--- src/rtl/orp_pkg.sv ---
package orp_pkg;

  // Default depth of the result queue between the parser and the output stage.
  localparam int ORP_QUEUE_DEPTH = 2;

  typedef enum logic [1:0] {
    KIND_CODE = 2'd0,
    KIND_FILL = 2'd1,
    KIND_END  = 2'd2,
    KIND_BAD  = 2'd3
  } kind_t;

  // One queued result: the kind and its raw value (byte, tag or signed size).
  typedef struct packed {
    kind_t       kind;
    logic [31:0] value;
  } entry_t;

endpackage

--- src/rtl/orp_in_if.sv ---
interface orp_in_if;
  logic       valid;
  logic       ready;
  logic [7:0] byte_value;
  logic       first_of_file;

  modport source (output valid, output byte_value, output first_of_file, input ready);
  modport sink (input valid, input byte_value, input first_of_file, output ready);
endinterface

--- src/rtl/orp_out_if.sv ---
interface orp_out_if;
  logic        valid;
  logic        ready;
  logic [1:0]  kind;
  logic [7:0]  code_byte;
  logic [30:0] fill_count;

  modport source (output valid, output kind, output code_byte, output fill_count,
                  input ready);
  modport sink (input valid, input kind, input code_byte, input fill_count,
                output ready);
endinterface

--- src/rtl/tld_object_record_parser.sv ---
// Object record parser: walks a tagged object file one byte per word on the
// input channel (byte_value, first_of_file) and gives zero or one result word
// per input byte on the output channel (kind, code_byte, fill_count).
// Code record payload bytes come out as kind 0, each storage record as one
// kind 1 fill run, an end record as kind 2 and an unknown tag as kind 3; after
// the last two the parser ignores bytes until one arrives with first_of_file.
// Throughput is one byte per cycle while the queue is not full: the record
// state machine in the front end updates in the cycle a byte is accepted.
// The accepting edge writes the result into the queue, and the output
// register loads it from the queue once the register is empty or its word is taken.
// Reset leaves the parser stopped, so it waits for a first-of-file byte; the
// queue and output register come up empty. When the receiver stalls, the
// output word holds, the queue fills, and input ready drops once the queue is
// full; bytes that cause no result also wait then.
module tld_object_record_parser
  import orp_pkg::*;
#(
  parameter int QUEUE_DEPTH = ORP_QUEUE_DEPTH
) (
  input  logic      clk,
  input  logic      rst,
  orp_in_if.sink    bytes,
  orp_out_if.source records
);

  logic   q_push;
  logic   q_full;
  logic   q_pop;
  logic   q_nonempty;
  entry_t q_in;
  entry_t q_out;

  // Front end: record state machine, classifies each byte.
  orp_front u_front (
    .clk        (clk),
    .rst        (rst),
    .bytes      (bytes),
    .full       (q_full),
    .push       (q_push),
    .push_entry (q_in)
  );

  // Short queue so the parser keeps taking bytes while the output is stalled.
  orp_queue #(
    .DEPTH (QUEUE_DEPTH)
  ) u_queue (
    .clk        (clk),
    .rst        (rst),
    .push       (q_push),
    .push_entry (q_in),
    .full       (q_full),
    .pop        (q_pop),
    .nonempty   (q_nonempty),
    .pop_entry  (q_out)
  );

  // Back end: formats results into the output register.
  orp_back u_back (
    .clk       (clk),
    .rst       (rst),
    .nonempty  (q_nonempty),
    .pop_entry (q_out),
    .pop       (q_pop),
    .records   (records)
  );

endmodule

--- src/rtl/orp_queue.sv ---
module orp_queue
  import orp_pkg::*;
#(
  parameter int DEPTH = ORP_QUEUE_DEPTH
) (
  input  logic   clk,
  input  logic   rst,
  input  logic   push,
  input  entry_t push_entry,
  output logic   full,
  input  logic   pop,
  output logic   nonempty,
  output entry_t pop_entry
);

  localparam int PTR_W = (DEPTH > 1) ? $clog2(DEPTH) : 1;
  localparam int CNT_W = $clog2(DEPTH + 1);

  entry_t             slots [DEPTH];
  logic [PTR_W-1:0]   wr_ptr;
  logic [PTR_W-1:0]   rd_ptr;
  logic [CNT_W-1:0]   count;

  assign full      = (count == CNT_W'(DEPTH));
  assign nonempty  = (count != '0);
  assign pop_entry = slots[rd_ptr];

  always_ff @(posedge clk) begin
    if (push) begin
      slots[wr_ptr] <= push_entry;
    end
  end

  always_ff @(posedge clk) begin
    if (rst) begin
      wr_ptr <= '0;
      rd_ptr <= '0;
      count  <= '0;
    end else begin
      if (push) begin
        wr_ptr <= (wr_ptr == PTR_W'(DEPTH - 1)) ? '0 : wr_ptr + PTR_W'(1);
      end
      if (pop) begin
        rd_ptr <= (rd_ptr == PTR_W'(DEPTH - 1)) ? '0 : rd_ptr + PTR_W'(1);
      end
      if (push && !pop) begin
        count <= count + CNT_W'(1);
      end else if (pop && !push) begin
        count <= count - CNT_W'(1);
      end
    end
  end

endmodule

--- src/rtl/orp_front.sv ---
module orp_front
  import orp_pkg::*;
(
  input  logic     clk,
  input  logic     rst,
  orp_in_if.sink   bytes,
  input  logic     full,
  output logic     push,
  output entry_t   push_entry
);

  typedef enum logic [5:0] {
    PH_TAG      = 6'b000001,
    PH_SKIP     = 6'b000010,
    PH_DATA_HDR = 6'b000100,
    PH_DATA     = 6'b001000,
    PH_FILL_HDR = 6'b010000,
    PH_DBG_HDR  = 6'b100000
  } phase_t;

  localparam logic [7:0] TAG_SHORT_A = 8'd1;
  localparam logic [7:0] TAG_SHORT_B = 8'd2;
  localparam logic [7:0] TAG_SHORT_C = 8'd3;
  localparam logic [7:0] TAG_END     = 8'd5;
  localparam logic [7:0] TAG_CODE    = 8'd10;
  localparam logic [7:0] TAG_FILL    = 8'd15;
  localparam logic [7:0] TAG_LONG_A  = 8'd22;
  localparam logic [7:0] TAG_LONG_B  = 8'd23;
  localparam logic [7:0] TAG_LONG_C  = 8'd24;
  localparam logic [7:0] TAG_DEBUG   = 8'd25;

  // Header lengths after the tag: line and size, line and size, full debug header.
  localparam logic [3:0] CODE_HDR_LEN  = 4'd4;
  localparam logic [3:0] FILL_HDR_LEN  = 4'd6;
  localparam logic [3:0] DEBUG_HDR_LEN = 4'd8;

  phase_t      phase, phase_next;
  logic [3:0]  field_index, field_index_next;
  logic [31:0] field_accumulator, field_accumulator_next;
  logic [15:0] bytes_remaining, bytes_remaining_next;
  logic        stopped, stopped_next;

  logic        accept;
  logic        emit;
  phase_t      ph;
  logic [3:0]  idx;
  logic [31:0] acc;
  logic [15:0] rem;
  logic [31:0] acc_sh;
  logic [3:0]  idx_inc;
  logic [15:0] rem_dec;
  logic [7:0]  b;

  assign bytes.ready = !full;
  assign accept      = bytes.valid && !full;
  assign push        = accept && emit;

  always_comb begin
    b   = bytes.byte_value;
    ph  = phase;
    idx = field_index;
    acc = field_accumulator;
    rem = bytes_remaining;
    stopped_next = stopped;
    // A first byte of a file drops whatever record was in progress.
    if (bytes.first_of_file) begin
      stopped_next = 1'b0;
      ph  = PH_TAG;
      idx = '0;
      acc = '0;
      rem = '0;
    end
    acc_sh  = {b, acc[31:8]};
    idx_inc = idx + 4'd1;
    rem_dec = rem - 16'd1;

    phase_next             = ph;
    field_index_next       = idx;
    field_accumulator_next = acc;
    bytes_remaining_next   = rem;
    emit                   = 1'b0;
    push_entry.kind        = KIND_CODE;
    push_entry.value       = '0;

    if (!stopped_next) begin
      unique case (ph)
        PH_SKIP: begin
          bytes_remaining_next = rem_dec;
          if (rem_dec == '0) begin
            phase_next = PH_TAG;
          end
        end
        PH_DATA_HDR: begin
          field_accumulator_next = acc_sh;
          field_index_next       = idx_inc;
          if (idx_inc >= CODE_HDR_LEN) begin
            bytes_remaining_next = acc_sh[31:16];
            phase_next = (acc_sh[31:16] != '0) ? PH_DATA : PH_TAG;
          end
        end
        PH_DATA: begin
          bytes_remaining_next = rem_dec;
          if (rem_dec == '0) begin
            phase_next = PH_TAG;
          end
          emit             = 1'b1;
          push_entry.kind  = KIND_CODE;
          push_entry.value = {24'd0, b};
        end
        PH_FILL_HDR: begin
          field_accumulator_next = acc_sh;
          field_index_next       = idx_inc;
          if (idx_inc >= FILL_HDR_LEN) begin
            phase_next       = PH_TAG;
            emit             = 1'b1;
            push_entry.kind  = KIND_FILL;
            push_entry.value = acc_sh;
          end
        end
        PH_DBG_HDR: begin
          field_accumulator_next = acc_sh;
          field_index_next       = idx_inc;
          if (idx_inc >= DEBUG_HDR_LEN) begin
            bytes_remaining_next = acc_sh[31:16];
            phase_next = (acc_sh[31:16] != '0) ? PH_SKIP : PH_TAG;
          end
        end
        PH_TAG: begin
          unique case (b) inside
            TAG_SHORT_A, TAG_SHORT_B, TAG_SHORT_C: begin
              phase_next           = PH_SKIP;
              bytes_remaining_next = 16'd1;
            end
            TAG_LONG_A, TAG_LONG_B, TAG_LONG_C: begin
              phase_next           = PH_SKIP;
              bytes_remaining_next = 16'd4;
            end
            TAG_CODE: begin
              phase_next             = PH_DATA_HDR;
              field_index_next       = '0;
              field_accumulator_next = '0;
            end
            TAG_FILL: begin
              phase_next             = PH_FILL_HDR;
              field_index_next       = '0;
              field_accumulator_next = '0;
            end
            TAG_DEBUG: begin
              phase_next             = PH_DBG_HDR;
              field_index_next       = '0;
              field_accumulator_next = '0;
            end
            TAG_END: begin
              stopped_next    = 1'b1;
              phase_next      = PH_TAG;
              emit            = 1'b1;
              push_entry.kind = KIND_END;
            end
            default: begin
              stopped_next     = 1'b1;
              phase_next       = PH_TAG;
              emit             = 1'b1;
              push_entry.kind  = KIND_BAD;
              push_entry.value = {24'd0, b};
            end
          endcase
        end
        default: begin
          phase_next = PH_TAG;
        end
      endcase
    end
  end

  always_ff @(posedge clk) begin
    if (rst) begin
      phase             <= PH_TAG;
      field_index       <= '0;
      field_accumulator <= '0;
      bytes_remaining   <= '0;
      stopped           <= 1'b1;
    end else if (accept) begin
      phase             <= phase_next;
      field_index       <= field_index_next;
      field_accumulator <= field_accumulator_next;
      bytes_remaining   <= bytes_remaining_next;
      stopped           <= stopped_next;
    end
  end

endmodule

--- src/rtl/orp_back.sv ---
module orp_back
  import orp_pkg::*;
(
  input  logic      clk,
  input  logic      rst,
  input  logic      nonempty,
  input  entry_t    pop_entry,
  output logic      pop,
  orp_out_if.source records
);

  logic [7:0]  code_byte_next;
  logic [30:0] fill_count_next;

  assign pop = nonempty && (!records.valid || records.ready);

  // Expand a queued entry into the result fields; negative fill sizes give zero.
  always_comb begin
    code_byte_next  = '0;
    fill_count_next = '0;
    case (pop_entry.kind) inside
      KIND_CODE, KIND_BAD: begin
        code_byte_next = pop_entry.value[7:0];
      end
      KIND_FILL: begin
        fill_count_next = pop_entry.value[31] ? '0 : pop_entry.value[30:0];
      end
      default: begin
        code_byte_next = '0;
      end
    endcase
  end

  always_ff @(posedge clk) begin
    if (rst) begin
      records.valid <= 1'b0;
    end else if (pop) begin
      records.valid <= 1'b1;
    end else if (records.ready) begin
      records.valid <= 1'b0;
    end
  end

  always_ff @(posedge clk) begin
    if (pop) begin
      records.kind       <= pop_entry.kind;
      records.code_byte  <= code_byte_next;
      records.fill_count <= fill_count_next;
    end
  end

endmodule

--- src/flat_wrapper.sv ---
// flat-port wrapper written by rule: the top's interface ports become plain ports
module tld_object_record_parser_flat import orp_pkg::*;
#(
  parameter int QUEUE_DEPTH = ORP_QUEUE_DEPTH
)
  (clk, rst, bytes_valid, bytes_byte_value, bytes_first_of_file, bytes_ready, records_valid, records_kind, records_code_byte, records_fill_count, records_ready);
  orp_in_if bytes_i ();
  orp_out_if records_i ();
  input  logic clk;
  input  logic rst;
  input wire logic [$bits(bytes_i.valid)-1:0] bytes_valid;
  input wire logic [$bits(bytes_i.byte_value)-1:0] bytes_byte_value;
  input wire logic [$bits(bytes_i.first_of_file)-1:0] bytes_first_of_file;
  output wire logic [$bits(bytes_i.ready)-1:0] bytes_ready;
  output wire logic [$bits(records_i.valid)-1:0] records_valid;
  output wire logic [$bits(records_i.kind)-1:0] records_kind;
  output wire logic [$bits(records_i.code_byte)-1:0] records_code_byte;
  output wire logic [$bits(records_i.fill_count)-1:0] records_fill_count;
  input wire logic [$bits(records_i.ready)-1:0] records_ready;
  assign bytes_i.valid = bytes_valid;
  assign bytes_i.byte_value = bytes_byte_value;
  assign bytes_i.first_of_file = bytes_first_of_file;
  assign bytes_ready = bytes_i.ready;
  assign records_valid = records_i.valid;
  assign records_kind = records_i.kind;
  assign records_code_byte = records_i.code_byte;
  assign records_fill_count = records_i.fill_count;
  assign records_i.ready = records_ready;
  tld_object_record_parser #(.QUEUE_DEPTH(QUEUE_DEPTH)) u_core (.clk(clk), .rst(rst), .bytes(bytes_i), .records(records_i));
endmodule
--- config.mk ---
export PLATFORM = sky130hd
export DESIGN_NAME = tld_object_record_parser_flat
export DESIGN_NICKNAME = d
export VERILOG_FILES = /design/src/rtl/orp_pkg.sv /design/src/rtl/orp_in_if.sv /design/src/rtl/orp_out_if.sv /design/src/rtl/tld_object_record_parser.sv /design/src/rtl/orp_queue.sv /design/src/rtl/orp_front.sv /design/src/rtl/orp_back.sv /design/src/flat_wrapper.sv
export SDC_FILE = /design/constraint.sdc
export NUM_CORES = 1
export LEC_CHECK = 0
export BUFFER_PORTS_ARGS = -buffer_cell sky130_fd_sc_hd__buf_4
export CORE_ASPECT_RATIO = 0.5
export CORE_MARGIN = 3
export CORE_UTILIZATION = 40
export DETAILED_ROUTE_END_ITERATION = 10
export SETUP_SLACK_MARGIN = 0.3
export SKIP_LAST_GASP = 1
export SLEW_MARGIN = 20
export SYNTH_ARGS = -nofsm -noshare
export SYNTH_HDL_FRONTEND = slang
export SYNTH_SLANG_ARGS = --single-unit
--- constraint.sdc ---
create_clock -name clk -period 10.25 [get_ports clk]
set_input_delay 1.5375 -clock clk [delete_from_list [all_inputs] [get_ports clk]]
set_output_delay 1.5375 -clock clk [all_outputs]
set_load 0.005 [all_outputs]
==> key figures, run 1 <==
Run
  • Max-cap viol count: 0

STA
  • Final setup skew: 11.7 ps
  • Final setup vio count: 0
  • FMAX: 248 MHz
  • Min Tclk post-route: 4040 ps
  • Tcrit/Tclk final: 39.4%
  • Relative max-transition margin: 27.6%
  • Hold violation count in the final report: 0
  • Worst slew pin tran: 1090 ps
  • Unrepaired setup endpoints after global routing: no
  • Total negative slack: 0 ps
  • Slew Viols, Final: 0

Pwr
  • PD cells: 221 mW/mm²
  • Peak VDD IR: 0.133 mV
  • Clock share of power: 33.7%
  • Final Power: 1880 µW
  • Comb pwr share: 18.4%
  • Leakage: 0.00312 µW
  • Switching power share of the total: 28.1%
  • Internal Pwr Total: 1350 µW
  • Flop pwr share: 47.9%
  • Switching pwr: 528 µW

Worst setup path
  • CP arrival: 4360 ps
  • Critical Path Sink Type: flop
  • Crit path kind: input pin to flop
  • Critical path's slowest cell: nor3b_2
  • Worst-path fanout max: 27
  • R2r worst-path depth: 9
  • Critical R2R Launch: u_core.u_front.phase[0]
  • Worst path top cell family by delay: simple AND/OR/NAND/NOR gates
  • Worst reg2reg setup slack: 7100 ps
  • Reg-to-Reg End: u_core.u_queue.count[1]
  • Cells along the critical path: buf_4 -> inv_1 -> nand2_1 -> ha_1 -> nor3b_2 -> nand4b_1 -> a21o_1 -> a221oi_2 -> nand4_1 -> or2_1 -> a31oi_1
  • Buffers and inverters on the worst path: 2
  • Worst path max stage delay: 460 ps
  • Crit path required time: 10570 ps
  • CP Launch Type: input pin

Synthesis
  • Instance count of the mapped netlist: 627
  • Synth async-reset ratio: 0%
  • Net count after synthesis: 646
  • Syn. warnings: 0
  • Number of flops mapped to enable cells by yosys: 109
  • Mean Syn Cell Area: 11.7 µm²
  • Seq cells post-synth: 166
  • Cell Area, Synth: 0.00734 mm²
  • Main synth FF type: edfxtp_1
  • Sequential-to-total area share from yosys stat: 60.2%
  • Synth unique cells: 64

Clocking
  • Clock root buffer: clkbuf_16
  • # hold bufs at CTS: 0
  • Post-CTS setup buffers: 0
  • Cts repair resizes: 0
  • CTS tree: done
  • Sink Count: 166
  • Worst skew pair latency: 410 ps
  • H-tree depth: 4
  • CTS Buf Count: 17
  • Clock transition at path regs: 70 ps
  • Maximum clock path buffer count: 2

Finish
  • Net count, final: 684
  • Share of layout cells above drive strength 1: 16.2%
  • Ant. Diodes: 0
  • Synth-to-layout area growth: 15.9%

Floorplan
  • Die height: 102 µm
  • Initial core utilization: 41.6%
  • Std-Cell Rows: 34
  • Die Wd: 198 µm
  • IO Count: 56
  • Core area: 0.0177 mm²
  • Die footprint: 0.0201 mm²

Routing
  • Per-cell routed wire length: 18.0 µm
  • First drt pass iteration count: 5
  • Routed WL: 16400 µm
  • Vias/cell: 5.60
  • Post-route ant nets: 0
  • Vias post-DR: 5109
  • Drt first-iter violations: 448
  • Number of remaining DRC errors: 0

Placement
  • GPL Wtd Cong: 0.886
  • IO buf count: 55
  • Dpl hpwl: 11000 µm

Min path
  • Worst Hold End: u_core.u_front.field_accumulator[8]
  • Class of the worst hold path: flop to flop
  • Hold Startpoint: u_core.u_front.field_accumulator[8]
  • Hold path cells: 1

Run status
  • Run status: completed

Global route
  • All-layer global routing usage: 16.7%
  • Antenna violations before repair: 0
  • First-pass GRT wire length: 26100 µm
  • Grt total ovfl: 0
  • Largest net degree at the start of global routing: 43
  • Vias in the first global route: 4818
power by group through the flow:
stage	combinational, µW	sequential, µW	clock [µW]
2_1_floorplan	210	892	0
3_3_place_gp	349	914	0
3_5_place_dp	354	917	0
4_1_cts	355	903	647
5_1_grt	384	914	679
6_report	346	899	634
cell usage after synthesis, types with 4 or more instances:
library cell | count | area share (%)
a21oi_1 | 28 | 1.9
a22o_1 | 26 | 3.1
a22oi_1 | 13 | 1.3
a31oi_1 | 7 | 0.60
and3_1 | 27 | 2.3
buf_1 | 4 | 0.20
buf_2 | 13 | 0.89
clkbuf_1 | 22 | 1.1
dfxtp_1 | 57 | 16
edfxtp_1 | 109 | 45
ha_1 | 6 | 1.0
inv_1 | 8 | 0.41
mux2i_1 | 35 | 4.8
nand2_1 | 25 | 1.3
nand2b_1 | 8 | 0.68
nand3_1 | 8 | 0.55
nand3b_1 | 5 | 0.51
nor2_1 | 81 | 4.1
nor2b_1 | 14 | 1.2
nor3_1 | 11 | 0.75
nor4_1 | 7 | 0.60
o21ai_0 | 15 | 1.0
o21ai_1 | 4 | 0.27
o2bb2ai_1 | 17 | 2.0
or3_1 | 5 | 0.43
xnor2_1 | 9 | 1.1
xor2_1 | 5 | 0.60
cells by family (layout without fill, tap and decap cells):
family                     Yosys count  count (layout)  synth area share, %
adders and majority gates            6               6                 1.02
muxes                               37              37                 5.08
AOI/OAI and AO/OA                  139             139                 13.7
and+or+nand+nor                    215             215                 15.2
buffers and inverters               50             101                 3.09
DFF                                166             166                 60.2
xor gates and xnor gates            14              14                 1.67
stage by stage:
stage / hold slack, ps / std cells / util, % / cell area [µm²] / setup slack, ps
5_1_grt: 500 / 912 / 48.2 / 8500 / 5870
4_1_cts: 481 / 912 / 48.1 / 8500 / 6210
3_3_place_gp: 458 / 880 / 44.8 / 7910 / 5920
3_5_place_dp: 460 / 880 / 44.8 / 7910 / 5770
2_1_floorplan: 442 / 627 / - / 7340 / 4910
6_report: 483 / 912 / 48.2 / 8500 / 6210
state kept, by name, summed over array words and instances (netlist names), named ones only:
signal,cells
u_core.u_queue.slots,68
u_core.u_back.records.fill_count,31
u_core.u_front.field_accumulator,24
u_core.u_front.bytes_remaining,16
u_core.u_back.records.code_byte,8
u_core.u_front.phase,6
u_core.u_front.field_index,4
u_core.u_back.records.kind,2
u_core.u_queue.count,2
u_core.u_back.records.valid,1
u_core.u_front.stopped,1
u_core.u_queue.rd_ptr,1
u_core.u_queue.wr_ptr,1
cells in the final DEF (no fill, tap or decap), types with 7 or more instances in the layout:
master	netlist	routed
buf_4	0	61
and3_1	27	27
nand2b_1	8	8
mux2i_1	35	35
nor2_1	81	79
edfxtp_1	109	109
nor2b_1	14	14
inv_1	8	8
a22o_1	26	26
xnor2_1	9	9
a31oi_1	7	7
o2bb2ai_1	17	17
nor4_1	7	7
nor3_1	11	11
a21oi_1	28	27
nand3_1	8	8
dfxtp_1	57	56
clkbuf_16	0	17
nand2_1	25	25
o21ai_0	15	15
a22oi_1	13	13
layer usage:
metal / share of wire, % / vias to the layer above / global-route usage (%)
met1: 51 / 2519 / 24.5
li1: - / 2435 / -
met3: 4.6 / 17 / 3.16
met4: 1.3 / 0 / 5.54
met5: 0 / - / 0
met2: 43 / 138 / 25.0
area by class of cell:
class,count,area [µm²]
flip-flops and latches,166,4420
clock inverters,14,160
multi-input cells,411,2720
clock buffers,18,429
fillers,1615,9150
well taps,234,293
repair buffers,61,458
inverters,8,30.0
worst max path at each step:
stage | end | slack (ps) | start | cells past startpoint
after floorplan | u_core.u_queue.slots[0][0] | 4910 | bytes_first_of_file | 10
after global placement | u_core.u_queue.count[1] | 5920 | bytes_first_of_file | 12
after detailed placement | u_core.u_queue.slots[1][28] | 5770 | bytes_first_of_file | 8
after CTS | u_core.u_queue.slots[1][13] | 6210 | bytes_first_of_file | 8
after global routing | u_core.u_queue.count[1] | 5870 | bytes_first_of_file | 10
final | u_core.u_front.phase[0] | 6210 | bytes_first_of_file | 11
No activity file was read; power rests on OpenSTA's default activity.
==> run 2, diff against run 1 <==
==> constraint.sdc (replaced) <==
create_clock -name clk -period 3.3 [get_ports clk]
set_input_delay 0.495 -clock clk [delete_from_list [all_inputs] [get_ports clk]]
set_output_delay 0.495 -clock clk [all_outputs]
set_load 0.005 [all_outputs]
==> run 2 against run 1 <==
Effect of this change: clock power rose to 3.1 times the previous value; power rose to 3.1 times the previous value; sequential power increased to 3.1 times the previous value; register-to-register slack worse by 6400 ps; routed wire length rose by 1.4%; first-iteration DRC count fell by 10%; cell count increased by 1.4%.
==> key figures, run 2 (same netlist as run 1, synthesis figures left out) <==
Run status
  • Run status: completed (unchanged)

Global route
  • First-pass GRT wire length: 26600 µm (was 26100 µm)
  • Antenna violations before repair: 0 (unchanged)
  • Grt total ovfl: 0 (unchanged)
  • Vias in the first global route: 4837 (was 4818)
  • All-layer global routing usage: 17.0% (was 16.7%)
  • Largest net degree at the start of global routing: 35 (was 43)

STA
  • Hold violation count in the final report: 0 (unchanged)
  • Tcrit/Tclk final: 79.4%
  • Worst slew pin tran: 805 ps (was 1090 ps)
  • Min Tclk post-route: 2620 ps
  • Final setup skew: 8.30 ps (was 11.7 ps)
  • Total negative slack: 0 ps (unchanged)
  • Slew Viols, Final: 0 (unchanged)
  • Relative max-transition margin: 45.6% (was 27.6%)
  • FMAX: 382 MHz
  • Final setup vio count: 0 (unchanged)
  • Unrepaired setup endpoints after global routing: no (unchanged)

Routing
  • Routed WL: 16600 µm (was 16400 µm)
  • Vias post-DR: 5120 (was 5109)
  • Number of remaining DRC errors: 0 (unchanged)
  • Vias/cell: 5.54 (was 5.60)
  • Per-cell routed wire length: 18.0 µm (about the same)
  • Post-route ant nets: 0 (unchanged)
  • First drt pass iteration count: 5 (unchanged)
  • Drt first-iter violations: 401 (was 448)

Floorplan
  • Std-Cell Rows: 34 (unchanged)
  • Die footprint: 0.0201 mm² (unchanged)
  • Core area: 0.0177 mm² (unchanged)
  • IO Count: 56 (unchanged)
  • Die Wd: 198 µm (unchanged)
  • Initial core utilization: 41.6% (unchanged)
  • Die height: 102 µm (unchanged)

Clocking
  • Worst skew pair latency: 420 ps (was 410 ps)
  • Maximum clock path buffer count: 2 (unchanged)
  • Clock root buffer: clkbuf_16 (unchanged)
  • Post-CTS setup buffers: 0 (unchanged)
  • Clock transition at path regs: 70 ps (about the same)
  • CTS tree: done (unchanged)
  • Cts repair resizes: 0 (unchanged)
  • CTS Buf Count: 17 (unchanged)
  • # hold bufs at CTS: 0 (unchanged)
  • H-tree depth: 4 (unchanged)
  • Sink Count: 166 (unchanged)

Placement
  • Dpl hpwl: 11200 µm (was 11000 µm)
  • GPL Wtd Cong: 0.913 (was 0.886)
  • IO buf count: 55 (unchanged)

Worst setup path
  • Crit path kind: flop to flop (was input pin to flop)
  • CP arrival: 2970 ps (was 4360 ps)
  • Worst-path fanout max: 8 (was 27)
  • Cells along the critical path: nor3_2 -> a31oi_1 -> buf_4 -> a221oi_1 -> o311ai_4 -> inv_1 -> ha_1 -> or3_1 -> a21oi_1 (was buf_4 -> inv_1 -> nand2_1 -> ha_1 -> nor3b_2 -> nand4b_1 -> a21o_1 -> a221oi_2 -> nand4_1 -> or2_1 -> a31oi_1)
  • Critical path's slowest cell: a221oi_1 (was nor3b_2)
  • Crit path required time: 3650 ps (was 10570 ps)
  • CP Launch Type: flop (was input pin)
  • Worst path max stage delay: 490 ps (was 460 ps)
  • Critical Path Sink Type: flop (unchanged)

Finish
  • Synth-to-layout area growth: 18.0% (was 15.9%)
  • Most frequent cells in the layout: edfxtp_1 (109), nor2_1 (79), buf_4 (72) (was edfxtp_1 (109), nor2_1 (79), buf_4 (61))
  • Max reg flops: 68 (unchanged)
  • Share of layout cells above drive strength 1: 18.1% (was 16.2%)
  • Net count, final: 697 (was 684)
  • Biggest regs: u_core.u_queue.slots: 68 flops, u_core.u_back.records.fill_count: 31 flops, u_core.u_front.field_accumulator: 24 flops (unchanged)
  • Top reg by flops: u_core.u_queue.slots (unchanged)
  • Fill count: 1580 (was 1615)
  • Ant. Diodes: 0 (unchanged)
  • Commonest non-fill, non-tap cell in the layout: edfxtp_1 (unchanged)

Pwr
  • Leakage: 0.00317 µW (was 0.00312 µW)
  • Peak VDD IR: 0.314 mV (was 0.133 mV)
  • PD cells: 679 mW/mm² (was 221 mW/mm²)
  • Final Power: 5880 µW (was 1880 µW)

Run
  • Max-cap viol count: 0 (unchanged)

Min path
  • Class of the worst hold path: input pin to flop (was flop to flop)
-- run 2: cell types whose count changed in the layout (fill, tap and decap cells not counted), moves of 2 or more --
cell	before	now
nor2_2	2	0
buf_12	0	2
clkinvlp_4	0	2
nor2_4	0	2
buf_4	61	72
-- run 2: metal layers --
layer	wire (µm)	track usage [%]	part of all wire, %
met2	7340	25.9	44
met4	139	3.91	0.84
met1	8080	24.7	49
met3	1050	4.32	6.3
met5	0	0	0
-- run 2: layout make-up --
cell class                      instances  area, µm²  share of cell area, %
Clock buffer                           17        425                   4.91
Clock inverter                         15        168                   1.94
Inverter                                8       30.0                  0.347
Multi-Input combinational cell        411       2740                   31.7
Sequential cell                       166       4420                   51.0
Tap cell                              234        293                   3.38
Timing Repair Buffer                   74        581                   6.71
-- run 2: per-stage QoR --
stage | instances | setup WS, ps | area (µm²) | hold WS, ps | utilization [%]
2_1_floorplan | 627 | 338 | 7400 | 442 | -
3_3_place_gp | 893 | 403 | 8060 | 463 | 45.6
3_5_place_dp | 893 | 326 | 8060 | 462 | 45.7
4_1_cts | 925 | 659 | 8660 | 324 | 49.0
5_1_grt | 925 | 497 | 8660 | 338 | 49.0
6_report | 925 | 681 | 8660 | 349 | 49.0
-- run 2: worst paths after layout --
| kind | to | startpoint | cells after the start | slack (ps) |
|---|---|---|---|---|
| worst min-delay path | u_core.u_front.field_accumulator[31] | bytes_byte_value[7] | 2 | 350 |
| worst min register to register | u_core.u_front.field_accumulator[11] | u_core.u_front.field_accumulator[11] | 1 | 490 |
| worst max-delay path | u_core.u_queue.count[1] | u_core.u_front.phase[1] | 9 | 680 |
| worst max register to register | u_core.u_queue.count[1] | u_core.u_front.phase[1] | 9 | 680 |
-- run 2: critical path: cells and delay by family, from the launching register on --
family | cells | cell delay [ps]
DFF | 1 | 380
buffers and inverters | 2 | 270
and+or+nand+nor | 2 | 680
adders and majority gates | 1 | 250
AOI/OAI and AO/OA | 4 | 990
-- run 2: power breakdown --
group | switching (µW) | internal [µW] | total, µW
Combinational | 640 | 519 | 1160
Sequential | 133 | 2610 | 2750
Clock | 894 | 1080 | 1970
